--- config.mk ---
export PLATFORM = sky130hd
export DESIGN_NAME = smil_percent_conv
export DESIGN_NICKNAME = d
export VERILOG_FILES = /design/src/rtl/smil_pkg.sv /design/src/rtl/smil_percent_conv.sv
export SDC_FILE = /design/constraint.sdc
export NUM_CORES = 1
export LEC_CHECK = 0
export ABC_AREA = 1
export BUFFER_PORTS_ARGS = -buffer_cell sky130_fd_sc_hd__buf_2
export CAP_MARGIN = 20
export CORE_MARGIN = 4
export CORE_UTILIZATION = 60
export CTS_BUF_LIST = sky130_fd_sc_hd__clkbuf_4 sky130_fd_sc_hd__clkbuf_8
export DETAILED_ROUTE_END_ITERATION = 7
export MAX_ROUTING_LAYER = met4
export PLACE_DENSITY = 0.83
export SYNTH_ARGS = -nofsm -noshare
export SYNTH_HDL_FRONTEND = slang
export SYNTH_SLANG_ARGS = --single-unit
export TNS_END_PERCENT = 10
--- constraint.sdc ---
create_clock -name i_clk -period 5.3 [get_ports i_clk]
set_input_delay 0.53 -clock i_clk [delete_from_list [all_inputs] [get_ports i_clk]]
set_output_delay 0.53 -clock i_clk [all_outputs]
set_load 0.01 [all_outputs]
--- src/rtl/smil_pkg.sv ---
// Types and constants shared by the soil moisture low-pass filter.
`timescale 1ns / 1ps
`default_nettype none

package smil_pkg;

    localparam int ADC_IN_W   = 10;
    localparam int RAW_W      = 23;
    localparam int SAMPLE_W   = 25;
    localparam int COEF_W     = 34;
    localparam int ACC_W      = 62;
    localparam int HIST_DEPTH = 4;
    localparam int IDX_W      = 3;

    localparam logic signed [SAMPLE_W-1:0] SAMPLE_MAX = 25'sh0FFFFFF;
    localparam logic signed [SAMPLE_W-1:0] SAMPLE_MIN = 25'sh1000000;

    typedef enum logic [IDX_W-1:0] {
        REG_NUM_OUTER  = 3'd0,
        REG_NUM_MID    = 3'd1,
        REG_NUM_CENTER = 3'd2,
        REG_DEN_FIRST  = 3'd3,
        REG_DEN_SECOND = 3'd4,
        REG_DEN_THIRD  = 3'd5,
        REG_DEN_FOURTH = 3'd6
    } t_reg_idx;

    localparam logic signed [COEF_W-1:0] RST_NUM_OUTER  = 34'sd14274;
    localparam logic signed [COEF_W-1:0] RST_NUM_MID    = 34'sd57096;
    localparam logic signed [COEF_W-1:0] RST_NUM_CENTER = 34'sd85644;
    localparam logic signed [COEF_W-1:0] RST_DEN_FIRST  = -34'sd3942489006;
    localparam logic signed [COEF_W-1:0] RST_DEN_SECOND = 34'sd5441721835;
    localparam logic signed [COEF_W-1:0] RST_DEN_THIRD  = -34'sd3345744010;
    localparam logic signed [COEF_W-1:0] RST_DEN_FOURTH = 34'sd772997828;

    typedef struct packed {
        logic                mode;
        logic [ADC_IN_W-1:0] adc_sample;
    } t_in_word;

    typedef struct packed {
        logic signed [SAMPLE_W-1:0] filtered_percent;
        logic [RAW_W-1:0]           raw_percent;
    } t_out_word;

    typedef struct packed {
        logic                       mode;
        logic [RAW_W-1:0]           raw_percent;
        logic signed [SAMPLE_W-1:0] sample;
    } t_conv_word;

endpackage

`default_nettype wire

--- src/rtl/smil_percent_conv.sv ---
// Three-stage pipeline that converts a moisture reading to rounded percent.
`timescale 1ns / 1ps
`default_nettype none

module smil_percent_conv #(
    parameter int SAMPLE_FRAC_BITS = 16,
    parameter int ADC_BITS         = 10
) (
    input  logic                  i_clk,
    input  logic                  i_rst_n,
    input  logic                  i_valid,
    output logic                  o_stall,
    input  smil_pkg::t_in_word    i_word,
    output logic                  o_valid,
    input  logic                  i_stall,
    output smil_pkg::t_conv_word  o_word
);
    import smil_pkg::*;

    localparam int FB = SAMPLE_FRAC_BITS;
    localparam int N  = ADC_BITS;
    localparam int PW = N + 7;
    localparam int CW = FB + 1;
    localparam int VW = N + FB;
    localparam int QW = FB + 7;
    localparam logic [N-1:0] FULL = {N{1'b1}};
    localparam logic [N-1:0] HALF = {1'b0, {(N - 1){1'b1}}};
    localparam longint unsigned RECIP_L = (64'd1 << VW) / ((64'd1 << N) - 64'd1);
    localparam logic [CW-1:0] RECIP = CW'(RECIP_L);
    localparam logic [VW-1:0] FULL_V = VW'(FULL);
    localparam logic [VW-1:0] FULL2_V = VW'(2 * ((64'd1 << N) - 64'd1));

    logic          r_s1_valid;
    logic          r_s1_mode;
    logic [6:0]    r_s1_quo;
    logic [N-1:0]  r_s1_rem;
    logic          r_s2_valid;
    logic          r_s2_mode;
    logic [6:0]    r_s2_quo;
    logic [N-1:0]  r_s2_rem;
    logic [FB-1:0] r_s2_est;
    logic          r_s3_valid;
    t_conv_word    r_s3_word;

    logic          ready1;
    logic          ready2;
    logic          ready3;

    logic [N-1:0]    lim;
    logic [N-1:0]    diff;
    logic [PW-1:0]   scaled;
    logic [6:0]      hi;
    logic [N:0]      fold;
    logic [6:0]      n_s1_quo;
    logic [N-1:0]    n_s1_rem;
    logic [N+CW-1:0] est_prod;
    logic [VW-1:0]   num_v;
    logic [VW-1:0]   est_full;
    logic [VW-1:0]   resid;
    logic [FB-1:0]   q_frac;
    logic [QW-1:0]   q_full;
    t_conv_word      n_s3_word;

    assign ready3  = !r_s3_valid || !i_stall;
    assign ready2  = !r_s2_valid || ready3;
    assign ready1  = !r_s1_valid || ready2;
    assign o_stall = !ready1;
    assign o_valid = r_s3_valid;
    assign o_word  = r_s3_word;

    // Split 100 * (full - reading) into a whole multiple of full scale and a remainder.
    always_comb begin
        if (17'(i_word.adc_sample) > 17'(FULL)) begin
            lim = FULL;
        end else begin
            lim = N'(i_word.adc_sample);
        end
        diff   = FULL - lim;
        scaled = PW'(diff) * PW'(7'd100);
        hi     = scaled[PW-1:N];
        fold   = (N + 1)'(scaled[N-1:0]) + (N + 1)'(hi);
        if (fold >= (N + 1)'(FULL)) begin
            n_s1_rem = N'(fold - (N + 1)'(FULL));
            n_s1_quo = hi + 7'd1;
        end else begin
            n_s1_rem = N'(fold);
            n_s1_quo = hi;
        end
    end

    assign est_prod = (N + CW)'(r_s1_rem) * (N + CW)'(RECIP);

    // The reciprocal estimate falls short by at most two; the residue fixes it.
    always_comb begin
        num_v    = {r_s2_rem, {FB{1'b0}}} + VW'(HALF);
        est_full = {r_s2_est, {N{1'b0}}} - VW'(r_s2_est);
        resid    = num_v - est_full;
        if (resid >= FULL2_V) begin
            q_frac = r_s2_est + FB'(2);
        end else if (resid >= FULL_V) begin
            q_frac = r_s2_est + FB'(1);
        end else begin
            q_frac = r_s2_est;
        end
        q_full                = {r_s2_quo, q_frac};
        n_s3_word.mode        = r_s2_mode;
        n_s3_word.raw_percent = RAW_W'(q_full);
        if (64'(q_full) > 64'(SAMPLE_MAX)) begin
            n_s3_word.sample = SAMPLE_MAX;
        end else begin
            n_s3_word.sample = SAMPLE_W'(q_full);
        end
    end

    always_ff @(posedge i_clk) begin
        if (!i_rst_n) begin
            r_s1_valid <= 1'b0;
            r_s2_valid <= 1'b0;
            r_s3_valid <= 1'b0;
        end else begin
            if (ready1) begin
                r_s1_valid <= i_valid;
            end
            if (ready2) begin
                r_s2_valid <= r_s1_valid;
            end
            if (ready3) begin
                r_s3_valid <= r_s2_valid;
            end
        end
    end

    always_ff @(posedge i_clk) begin
        if (ready1) begin
            r_s1_mode <= i_word.mode;
            r_s1_quo  <= n_s1_quo;
            r_s1_rem  <= n_s1_rem;
        end
        if (ready2) begin
            r_s2_mode <= r_s1_mode;
            r_s2_quo  <= r_s1_quo;
            r_s2_rem  <= r_s1_rem;
            r_s2_est  <= est_prod[N+FB-1:N];
        end
        if (ready3) begin
            r_s3_word <= n_s3_word;
        end
    end

endmodule

`default_nettype wire

==> impl_metrics.toml, run 1 <==
[run_status]
status = "complete, no violations"

[critical_path]
crit_path_start_kind = "primary input"
crit_path_end_kind = "register"
crit_arrival_ns = 4.93
worst-path-max-fanout = 14
path_class = "primary input to register"
crit_required_ns = 5.38
rr_worst_depth = 16

[die]
core_um2 = 7810
rows = 32
io-pin-count = 66
die_w_um = 97.9
die_area_um2 = 9580
start_util = 0.621
die_h_um = 97.9

[sta]
fin_crit_sh = 0.915
finalSetupViolations = 0
maxSlewViolCount = 0
setup_tns_ns = 0
finalHoldViolCount = 0
grt_setup_unrepaired = "no"
fin_crit_ns = 4.85
worst_pin_slew_ns = 1.00
hold_ws_ns = 0.378
relSlewSlack = 0.329
setup_slack_ns = 0.452
clock_skew_ns = 0.00628
fmax_ghz = 0.206

[power]
powerDensity_nw_per_um2 = 612
ir_drop_mv = 0.290
p_leak_nw = 2.75

[drt]
vias_per_cell = 5.23
drc = 0
ant_nets = 0
dr.pass1.iters = 4
drt_iter0_drc = 152
routed_wl_um = 9400
vias = 3774
avgRoutedWirePerCell_um = 13.0

[synthesis]
synth_fa_ha_area_frac = 0.181
ys_ff_latch = 59
synth_ff_type = "edfxtp_1"
synthCells = 565
netlist_area_um2 = 4850
synth-xor-area-share = 0.0720
synth_top_area_share = 0.347
synth_top_family_by_area = "simple AND/OR/NAND/NOR gates"
synth-simple-area-share = 0.228
avgSynthCellArea_um2 = 8.58
yosys.area.top_type = "edfxtp_1"
synthMuxAreaShare = 0
synth_edf_count = 56
ys_warn_count = 0
synth-seq-area-share = 0.359
synthArstFlopShare = 0
yosysUniqueCellTypes = 35
synth_compound_area_frac = 0.0446
synth_area_leaders = "edfxtp_1 35%, ha_1 15%, nand2_1 9.8%, inv_1 6.9%, xor2_1 4.9%"

[clock_tree]
cts_tree = "yes"
cts_buffer_depth = 2
htreeDepth = 3
cts_hold_buf = 0
clkSlewWorstSetupHoldPaths_ns = 0.07
cts.sinks = 59
clock_latency_ns = 0.33
post_cts_resized = 0
cts_root_buf = "clkbuf_8"
post_cts_buffers = 0
cts_buffers = 9

[min_path]
hold_depth = 1
hold_class = "primary input to register"

[flow_run]
cap_violations = 0

[global_route]
grt_pass1_wl_um = 15900
overflow = 0
antenna_found_initial = 0
grt_max_degree = 27
grt_pass1_vias = 3667
track_usage = 0.205

[placement]
preCtsSetupSlack_ns = 0.114
gp_congestion = 0.962
hpwl_um = 7580
io_buffers = 63

[cells_and_area]
syn2layout_area_growth_pct = 10.1
drive_gt1_frac = 0.176
diodes = 0
fin_nets = 696
[report_power, final]
| part | internal, mW | leakage, nW | switching [mW] | total, mW |
|---|---|---|---|---|
| Combinational | 0.715 | 2.02 | 1.16 | 1.87 |
| Sequential | 0.808 | 0.622 | 0.138 | 0.946 |
| Clock | 0.277 | 0.108 | 0.172 | 0.449 |
[flip-flops by register name, summed over array words and instances, names as in the netlist, 7 cells and up]
register / cells
o_word: 24
r_s1_rem: 8
r_s1_quo: 7
r_s2_quo: 7
r_s2_rem: 7
[cells by family (layout without fill, tap and decap cells)]
family / count (synthesis) / after routing
AO/OA/AOI/OAI: 41 / 41
adder cells (fa/ha/maj): 66 / 66
flip-flops: 59 / 59
buffers and inverters: 119 / 173
AND/OR/NAND/NOR: 240 / 240
XOR/XNOR: 39 / 39
other: 1 / 2
[per-stage QoR]
stage                     std cells  area (µm²)  utilization  power [mW]
final                           722        5340        0.683        3.26
after floorplan                 566        4850            -        2.40
after CTS                       722        5340        0.683        3.27
after detailed placement        706        5110        0.654        2.81
after global placement          706        5110        0.654        2.75
after global routing            722        5340        0.683        3.56
[layer usage]
metal / track usage / part of all wire / routed length (µm)
met4: 0.0873 / 0.023 / 215
met2: 0.374 / 0.53 / 4970
met3: 0.0300 / 0.044 / 417
met1: 0.222 / 0.40 / 3790
met5: - / 0 / 0
[final timing paths]
path	startpoint	end	slack, ns
hold / removal	i_word[10]	r_s1_mode	0.38
setup reg to reg	r_s2_rem[5]	o_word[5]	1.66
hold reg to reg	r_s1_quo[2]	r_s2_quo[2]	0.42
setup / recovery	i_word[5]	r_s1_quo[4]	0.45
[worst max-delay path, cell delays in order]
cell	delay, ns
buf_2	0.09
inv_1	0.13
ha_1	0.26
ha_1	0.27
inv_1	0.05
fa_1	0.52
inv_1	0.05
ha_1	0.36
nand2_1	0.11
inv_1	0.06
nand2_1	0.05
nand2_1	0.08
a21oi_1	0.07
xnor2_1	0.46
ha_1	0.30
fa_1	0.22
nand3_1	0.08
and2_1	0.19
inv_1	0.10
a21oi_1	0.07
nor2_1	0.15
xor2_1	0.25
nor2_2	0.09
nand2_4	0.15
nand2_4	0.12
nand2_1	0.08
nand2_1	0.06
[Yosys cell counts (9+ instances only)]
master / n
inv_1: 89
xnor2_1: 11
ha_1: 59
a21oi_1: 21
nand3_1: 41
xor2_1: 27
edfxtp_1: 56
nand2_1: 126
nand4_1: 9
o21ai_0: 15
nor2_1: 28
buf_4: 26
[cell usage in the layout (no fill, tap or decap), types with 11 or more instances in the layout]
| cell type | count |
|---|---|
| ha_1 | 59 |
| xor2_1 | 27 |
| inv_1 | 89 |
| nand3_1 | 41 |
| buf_2 | 63 |
| a21oi_1 | 21 |
| nor2_1 | 28 |
| xnor2_1 | 11 |
| o21ai_0 | 15 |
| edfxtp_1 | 56 |
| nand2_1 | 126 |
[final cells by class]
cell class | instances | area (µm²)
Multi-Input combinational cell | 388 | 2560
Fill cell | 610 | 2470
Sequential cell | 59 | 1740
Timing Repair Buffer | 67 | 345
Inverter | 90 | 338
Clock buffer | 10 | 138
Tap cell | 102 | 128
Clock inverter | 6 | 88.8
Note: power is estimated with default switching activity, not from simulation.
==> run 2, diff against run 1 <==
clock period = 6.2 ns   (was 5.3 ns; I/O delays follow)
==> impl_metrics.toml, run 2 (synthesis results as in run 1) <==
[global_route]
overflow = 0
track_usage = 0.210
grt_pass1_wl_um = 16200
grt_max_degree = 27
antenna_found_initial = 0
grt_pass1_vias = 3714

[sta]
fin_crit_ns = 5.21
finalHoldViolCount = 0
grt_setup_unrepaired = "no"
clock_skew_ns = 0.00908
worst_pin_slew_ns = 0.960
maxSlewViolCount = 0
setup_slack_ns = 0.993
relSlewSlack = 0.358
setup_tns_ns = 0
fin_crit_sh = 0.840
finalSetupViolations = 0
fmax_ghz = 0.192

[drt]
drt_iter0_drc = 200
routed_wl_um = 9540
dr.pass1.iters = 6
drc = 0
vias = 3778
ant_nets = 0
vias_per_cell = 5.25
avgRoutedWirePerCell_um = 13.3

[cells_and_area]
largest_reg_flops = 24
final_common_cell = "nand2_1"
final_area_um2 = 5290
drive_gt1_frac = 0.172
diodes = 0
fin_nets = 693
fill_cells = 634
layout_common_cells = "126 x nand2_1, 89 x inv_1, 63 x buf_2, 59 x ha_1, 56 x edfxtp_1"
regArea_um2 = 1740
syn2layout_area_growth_pct = 9.08
multi_input_area_um2 = 2560

[die]
start_util = 0.621
rows = 32
io-pin-count = 66
die_w_um = 97.9
die_h_um = 97.9
core_um2 = 7810
die_area_um2 = 9580

[clock_tree]
cts_root_buf = "clkbuf_8"
post_cts_resized = 0
cts_buffers = 9
cts.sinks = 59
htreeDepth = 3
cts_hold_buf = 0
clock_latency_ns = 0.33
cts_tree = "yes"
clkSlewWorstSetupHoldPaths_ns = 0.07
cts_buffer_depth = 2
post_cts_buffers = 0

[power]
power_frac_comb = 0.578
p_switching_mw = 1.25
swShare = 0.459
p_int_mw = 1.47
p_total_mw = 2.72
ir_drop_mv = 0.260
p_leak_nw = 2.73
powerDensity_nw_per_um2 = 515
seqPwrFrac = 0.296
clock_power_share = 0.126

[placement]
gp_congestion = 0.980
io_buffers = 63
preCtsSetupSlack_ns = 0.690
hpwl_um = 7840
placed_cell_area_um2 = 5090

[min_path]
hold_path_end = "r_s2_rem[8]"
hold_depth = 0
hold_class = "register to register"
min-delay-start = "r_s1_rem[8]"

[critical_path]
rr_worst_depth = 16
worst-r2r-setup-slack_ns = 2.68
path_class = "primary input to register"
crit_path_start_kind = "primary input"
worst-path-max-fanout = 15
crit_arrival_ns = 5.41
crit_path_end_kind = "register"
regToRegEndpoint = "o_word[5]"
crit_required_ns = 6.40
r2r-start = "r_s2_rem[5]"

[flow_run]
cap_violations = 0

[run_status]
status = "complete, no violations"
==> run 2: how the worst max path moves through the flow <==
stage | from | end | slack (ns) | cells past startpoint
2_1_floorplan | i_word[6] | r_s1_quo[0] | 1.39 | 26
3_3_place_gp | i_word[6] | r_s1_quo[1] | 0.82 | 25
3_5_place_dp | i_word[6] | r_s1_rem[6] | 0.69 | 25
4_1_cts | i_word[6] | r_s1_rem[6] | 1.02 | 25
5_1_grt | i_word[6] | r_s1_rem[6] | 0.65 | 25
6_report | i_word[6] | r_s1_rem[7] | 0.99 | 25
==> run 2: power groups by stage <==
stage	clock [mW]	combinational, mW	sequential (mW)
final	0.343	1.57	0.805
after floorplan	0	1.23	0.826
after global routing	0.374	1.78	0.833
after global placement	0	1.51	0.806
after detailed placement	0	1.56	0.814
after CTS	0.350	1.57	0.808
==> run 2: cell type report <==
cell class                      instances  share of cell area
Timing Repair Buffer                   64              0.0610
Multi-Input combinational cell        388               0.484
Tap cell                              102              0.0241
Clock buffer                            9              0.0234
Sequential cell                        59               0.329
Inverter                               90              0.0639
Clock inverter                          7              0.0147
==> run 2: metrics by stage <==
step           utilization  cells  hold slack (ns)
3_3_place_gp         0.652    703            0.402
4_1_cts              0.677    719            0.420
2_1_floorplan            -    566            0.400
5_1_grt              0.677    719            0.426
6_report             0.677    719            0.420
3_5_place_dp         0.652    703            0.405
==> run 2: layer usage <==
metal | global-route usage | routed length (µm) | vias to the layer above
li1 | - | - | 1906
met1 | 0.228 | 3760 | 1741
met2 | 0.387 | 5130 | 116
met3 | 0.0329 | 445 | 15
met4 | 0.0714 | 198 | 0
met5 | - | 0 | -
==> run 2: worst max-delay path: stages <==
cell and delay (ns):
buf_2 0.10, inv_1 0.14, ha_1 0.27, ha_1 0.28, inv_1 0.05, fa_1 0.52, inv_1 0.04, ha_1 0.36
nand2_1 0.10, inv_1 0.07, nand2_1 0.05, nand2_1 0.07, a21oi_1 0.06, xnor2_1 0.53, ha_1 0.31, fa_1 0.21
nand3_1 0.08, and2_1 0.20, inv_1 0.10, a21oi_1 0.07, nor2_1 0.16, nand3_1 0.49, nand2_4 0.36, nand2_1 0.08
nand2_1 0.07
